--- config.mk ---
export PLATFORM = sky130hd
export DESIGN_NAME = rspl_ctrl
export DESIGN_NICKNAME = d
export VERILOG_FILES = /design/src/rtl/rspl_pkg.sv /design/src/rtl/rspl_ctrl.sv
export SDC_FILE = /design/constraint.sdc
export NUM_CORES = 1
export LEC_CHECK = 0
export BUFFER_PORTS_ARGS = -buffer_cell sky130_fd_sc_hd__buf_4
export CAP_MARGIN = 30
export CORE_AREA = 4 4 41 43
export DETAILED_ROUTE_END_ITERATION = 16
export DIE_AREA = 0 0 45 47
export GPL_ROUTABILITY_DRIVEN = 0
export GPL_TIMING_DRIVEN = 0
export PLACE_DENSITY = 0.53
export SYNTH_ARGS = -nofsm -noshare
export SYNTH_HDL_FRONTEND = slang
export SYNTH_SLANG_ARGS = --single-unit
export TNS_END_PERCENT = 10
--- constraint.sdc ---
create_clock -name clock -period 1.55 [get_ports clock]
set_input_delay 0.31 -clock clock [delete_from_list [all_inputs] [get_ports clock]]
set_output_delay 0.31 -clock clock [all_outputs]
set_load 0.005 [all_outputs]
--- src/rtl/rspl_pkg.sv ---
// shared types and constants for the resampling sample player
`timescale 1ns / 1ps
`default_nettype none
package rspl_pkg;

   localparam int DEF_STORE_DEPTH = 65536;
   localparam int DEF_SAMPLE_BITS = 16;

   localparam int GAIN_BITS  = 16;
   localparam int START_BITS = 16;
   localparam int RATE_BITS  = 18;
   localparam int COEF_BITS  = 17;
   localparam int CSR_BITS   = 18;
   localparam int FRAC_BITS  = 16;
   localparam int GAIN_SHIFT = 20;

   localparam logic [RATE_BITS-1:0] RATE_MIN = 18'd32768;
   localparam logic [RATE_BITS-1:0] RATE_MAX = 18'd131072;
   localparam logic [COEF_BITS-1:0] COEF_ONE = 17'd65536;

   typedef enum logic [1:0] {
      OP_APPEND  = 2'd0,
      OP_CLEAR   = 2'd1,
      OP_TRIGGER = 2'd2,
      OP_TICK    = 2'd3
   } op_type;

   typedef enum logic [1:0] {
      CSR_GAIN  = 2'd0,
      CSR_START = 2'd1,
      CSR_RATE  = 2'd2,
      CSR_COEF  = 2'd3
   } csr_type;

   typedef struct packed {
      logic do_append;
      logic do_clear;
      logic do_trigger;
      logic rd_first;
      logic rd_second;
      logic calc_interp;
      logic calc_gain;
      logic calc_filt;
      logic load_rsp;
      logic render;
   } cmd_type;

   typedef struct packed {
      logic can_render;
   } status_type;

endpackage
`default_nettype wire

--- src/rtl/rspl_ctrl.sv ---
// sequencer for the sample player: word handshakes and datapath commands
`timescale 1ns / 1ps
`default_nettype none
module rspl_ctrl
   import rspl_pkg::*;
(
   input  wire logic       clock,
   input  wire logic       reset,
   input  wire logic       req_valid,
   output logic            req_ready,
   input  wire logic [1:0] req_op,
   output logic            rsp_valid,
   input  wire logic       rsp_ready,
   input  wire status_type status,
   output cmd_type         cmd
);

   typedef enum logic [2:0] {
      IDLE, RD0, RD1, INTERP, GAIN, FILT, DONE
   } state_type;

   state_type state_ff;
   logic      rsp_valid_ff;
   logic      rend_ff;
   logic      accept;
   logic      out_free;
   logic      tick;

   assign accept   = (state_ff == IDLE) && req_valid;
   assign tick     = (op_type'(req_op) == OP_TICK);
   assign out_free = !rsp_valid_ff || rsp_ready;

   always_comb begin
      cmd             = '0;
      cmd.do_append   = accept && (op_type'(req_op) == OP_APPEND);
      cmd.do_clear    = accept && (op_type'(req_op) == OP_CLEAR);
      cmd.do_trigger  = accept && (op_type'(req_op) == OP_TRIGGER);
      cmd.rd_first    = (state_ff == RD0);
      cmd.rd_second   = (state_ff == RD1);
      cmd.calc_interp = (state_ff == INTERP);
      cmd.calc_gain   = (state_ff == GAIN);
      cmd.calc_filt   = (state_ff == FILT);
      cmd.load_rsp    = (state_ff == DONE) && out_free;
      cmd.render      = rend_ff;
   end

   always_ff @(posedge clock) begin
      if (reset) begin
         state_ff     <= IDLE;
         rsp_valid_ff <= 1'b0;
         rend_ff      <= 1'b0;
      end else begin
         if (cmd.load_rsp) begin
            rsp_valid_ff <= 1'b1;
         end else if (rsp_ready) begin
            rsp_valid_ff <= 1'b0;
         end
         unique case (state_ff)
            IDLE: begin
               if (req_valid && tick) begin
                  rend_ff  <= status.can_render;
                  state_ff <= status.can_render ? RD0 : DONE;
               end
            end
            RD0:    state_ff <= RD1;
            RD1:    state_ff <= INTERP;
            INTERP: state_ff <= GAIN;
            GAIN:   state_ff <= FILT;
            FILT:   state_ff <= DONE;
            DONE: begin
               if (out_free) begin
                  state_ff <= IDLE;
               end
            end
            default: state_ff <= IDLE;
         endcase
      end
   end

   assign req_ready = (state_ff == IDLE);
   assign rsp_valid = rsp_valid_ff;

`ifndef SYNTHESIS
   a_tick_render: assert property (@(posedge clock) disable iff (reset)
      (accept && tick && status.can_render) |=> (state_ff == RD0 && rend_ff))
      else $error("rendering tick did not start the read sequence");

   a_tick_idle: assert property (@(posedge clock) disable iff (reset)
      (accept && tick && !status.can_render) |=> (state_ff == DONE && !rend_ff))
      else $error("silent tick did not go straight to the result");

   a_done_hold: assert property (@(posedge clock) disable iff (reset)
      (state_ff == DONE && rsp_valid_ff && !rsp_ready) |=> (state_ff == DONE))
      else $error("result dropped while the output word was still pending");
`endif

endmodule
`default_nettype wire

* After elaboration in Yosys (flattened, before gate mapping)
Index checks and enable logic that the tools add are counted.
** Operators by class
- $add $sub $neg :: 0
- Multiply operators :: 0
- Div/mod/pow operators :: 0
- Magnitude comparators :: 0
- Equality and inequality tests :: 11
- Shift-type cells :: 0
- Muxes and demuxes :: 6
- Bitwise gates (word level) :: 0
- Reduce and logical (&&, ||, !) cells :: 13
** Operators by type and width (number)
- $pmux 3 s7 :: 1
- $eq 3x3->1 const B :: 3
- $mux 3 :: 3
- $eq 3x2->1 const B :: 2
- $logic_and 1x1->1 :: 6
- $eq 2x2->1 const B :: 2
- $reduce_and 2->1 :: 2
- $eq 3x1->1 const B :: 1
- $logic_not 3->1 :: 1
- $eq 2x1->1 const B :: 1
- $logic_not 2->1 :: 1
- $mux 1 :: 2
- $ne 2x1->1 const B :: 1
- $ne 2x2->1 const B :: 1
- $reduce_bool 2->1 :: 1
- $logic_not 1->1 :: 1
- $logic_or 1x1->1 :: 1
** Word-level totals
- Register bits after elaboration :: 5
- Latch bits :: 0
- RAM bits :: 0
- Memory bits (read-only) :: 0
- Input port bits :: 7
- Output and inout port bits :: 12
- Word-level logic and storage cells :: 33
- Memories kept :: 0

* Logic depth before layout (Yosys ltp)
- Word-level depth :: 4
- Mapped depth :: 5
- Depth with buffers taken out :: 4

* Worst setup path before layout
Ideal clock, no wire load.
- Kind :: reg-to-output
- From :: register state_ff[1]
- To :: output cmd[8] (netlist name)
- Arrival :: 1.032 ns
- Required time :: 1.240 ns
- Path slack :: 0.208 ns
- Cell stages (with the launch flop) :: 5
- Buffers on the path :: 1
- Path through :: dfxtp_1 buf_6 nor3_2 nand2_1 nor3b_1
** RTL lines
- start: declaration :: RTL line rspl_ctrl.sv:22 : state_type state_ff;
- start signal: assignment :: RTL line rspl_ctrl.sv:62 : state_ff <= status.can_render ? RD0 : DONE;
- end: declaration :: RTL line rspl_ctrl.sv:15 : output cmd_type cmd

==> flow_summary.yaml <==
outcome:
  outcome: "complete, but fails checks"
  violations: "negative setup slack"
floorplanning:
  num_io_pins: 19
  core_area_mm2: 0.00130
  initial_utilization_pct: 25.9
  die_area_mm2: 0.00212
  rows: 13
  dieHeight_um: 47
  die_width_um: 45
synth:
  ys_seq_area_share_pct: 29.7
  syn_area_um2: 337
  synthAdderAreaFrac_pct: 0
  synth_cell_type_count: 22
  syn-num-nets: 50
  syn_area_per_cell_um2: 7.83
  synth_compound_area_share_pct: 14.5
  yosys-mux-area-fraction_pct: 2.97
  synth_warnings: 0
  post_synth_xor_area_fraction_pct: 0
  synth_top_family_by_area: "simple AND/OR/NAND/NOR gates"
  yosys_register_bits: 5
  synth-simple-area-share_pct: 42.8
  netlist_instances: 43
global_routing:
  grt_overflow_total: 0
  grt_pass1_wl_um: 1410
  grt_max_degree: 11
  grt_usage_pct: 9.49
  grt_pass1_vias: 357
  antenna_found_initial: 0
power_and_ir_drop:
  p_leak_nw: 0.256
  irDropWorstVdd_mv: 0.414
  power.density_mw_per_mm2: 1170
worst_setup_path:
  critPathLaunchType: "flop"
  crit_required_ns: 1.24
  crit_fanout: 9
  critPathKind: "flop to output pin"
  r2r_slack_ns: 0.38
  rr_startpoint: "state_ff[1]"
  cp-end-kind: "output pin"
  r2r_cells: 5
  r2r-end: "state_ff[2]"
  worstPathArrival_ns: 1.26
worst_hold_path:
  hp-class: "input pin to flop"
  hp-start: "reset"
  hold_path_end: "state_ff[2]"
  holdPathStages: 2
placed_design:
  place_hpwl_um: 672
  place_ws_ns: 0.0677
  dpl-instance-area_um2: 490
  port_buffers: 18
clock_network:
  clockBufferDepth: 2
  clock_latency_ns: 0.24
  cts_tree: "built"
  clockRootBuffer: "clkbuf_4"
  cts.htree.levels: 1
  post-cts-setup-buffers: 0
  numCtsBuffers: 3
  clock-sinks: 5
  path_clk_slew_ns: 0.04
  ctsHoldBuffers: 0
cells_and_area:
  fin_area_um2: 544
  fillers: 152
  mostFrequentLayoutCell: "buf_4"
  final_cell_mix: "19 x buf_4, 5 x nor2_1, 4 x clkbuf_4, 4 x dfxtp_1"
  area_growth_pct: 61.7
  diodes: 0
  drive_above_1_share_pct: 50.8
  final_nets: 73
timing:
  max_slew_margin_pct: 85.1
  fin_crit_sh_pct: 101
  tightest_slew_ns: 0.223
  finalHoldViolCount: 0
  finalCriticalPeriod_ns: 1.57
  rsz0062_at_grt: "true"
  drv_slew: 0
  setup_viol_count_final: 3
  fmax_mhz: 638
  clock_skew_ns: 0.000139
  setup_ws_ns: -0.0171
route:
  totalWireLength_um: 859
  vias: 385
  met2_length_um: 438
  via_per_inst: 4.81
  drtAntennaViolNets: 0
  top_layer_used: "met3"
  drc_errors: 0
  met3_length_um: 80
  first_pass_iters: 2
  met1_length_um: 340
  drt-wirelength-per-cell_um: 10.7
  drtIter0Drc: 3
job:
  maxCapViolCount: 0
through the flow:
stage	total power (W)	hold slack, ns	std cells	setup TNS [ns]	util [%]
finish	0.000635	0.273	80	-0.0416	41.8
global route	0.000690	0.271	80	-0.488	41.8
CTS	0.000635	0.270	80	-0.0324	41.4
floorplan	0.000338	0.379	43	0	-
global placement	0.000454	0.489	76	0	37.7
detailed placement	0.000453	0.495	76	0	37.7
worst max-delay path: stages (launching register included):
cell	delay (ns)
dfxtp_1	0.30
buf_6	0.13
nor3_4	0.19
nand2_2	0.11
nor3b_2	0.16
buf_4	0.13
sequential cells by signal (all words and copies together), names as in the netlist:
name	cells
rend_ff	1
rsp_valid	1
state_ff	3
per-layer routing:
layer | vias up | global-route usage (%)
li1 | 196 | -
met1 | 174 | 10.0
met2 | 15 | 16.4
met3 | 0 | 5.75
met4 | 0 | 1.75
met5 | - | 0
timing repair:
item                                    4_1_cts  5_1_grt
resized for setup                             6        2
pin swaps                                     2        0
endpoints found under the setup margin        6        6
gates cloned                                  0        0
endpoints found under the hold margin         0        0
worst max-delay path by stage:
stage,start,to,slack [ns],cells past startpoint
global route,state_ff[1],cmd[7],-0.14,5
global placement,state_ff[1],cmd[8],0.09,5
finish,state_ff[1],cmd[8],-0.02,5
detailed placement,state_ff[1],cmd[8],0.07,5
floorplan,state_ff[1],cmd[8],0.21,4
CTS,state_ff[1],cmd[8],-0.02,5
cells by family (layout without fill, tap and decap cells):
group | count (synthesis) | in the layout
AOI/OAI and AO/OA | 7 | 7
DFF | 5 | 5
muxes | 1 | 1
buffers and inverters | 5 | 27
and+or+nand+nor | 25 | 25
report_power, final:
part | internal [W] | total, W | switching (W)
logic | 0.000162 | 0.000310 | 0.000148
registers | 0.000152 | 0.000173 | 0.0000212
clock network | 0.0000974 | 0.000151 | 0.0000539
total | 0.000411 | 0.000635 | 0.000223
cells in the mapped netlist:
| library cell | count | share of area [%] |
|---|---|---|
| nand2b_1 | 1 | 1.9 |
| mux2i_1 | 1 | 3.0 |
| buf_6 | 1 | 3.3 |
| nor3b_1 | 5 | 11 |
| nor2_1 | 5 | 5.6 |
| nand2_2 | 1 | 1.9 |
| or3_1 | 2 | 3.7 |
| nand3_1 | 1 | 1.5 |
| nand2_1 | 4 | 4.5 |
| a21oi_1 | 3 | 4.5 |
| o311a_2 | 1 | 3.3 |
| buf_4 | 2 | 4.5 |
| nor3_2 | 2 | 5.9 |
| clkbuf_1 | 1 | 1.1 |
| nor3_1 | 2 | 3.0 |
| inv_1 | 1 | 1.1 |
| a211oi_1 | 1 | 2.2 |
| dfxtp_1 | 5 | 30 |
| o211ai_1 | 1 | 2.2 |
| and3_1 | 1 | 1.9 |
| nand4_1 | 1 | 1.9 |
| o21a_1 | 1 | 2.2 |
cell type report:
cell class / count / area [um2] / share of cell area [%]
buffer: 4 / 37.5 / 6.90
timing repair buffer: 18 / 135 / 24.8
inverter: 1 / 3.75 / 0.690
sequential: 5 / 101 / 18.6
tap: 15 / 18.8 / 3.45
clock buffer: 4 / 26.3 / 4.83
multi-input combinational: 33 / 221 / 40.7
Power figures use the tool's default switching activity.
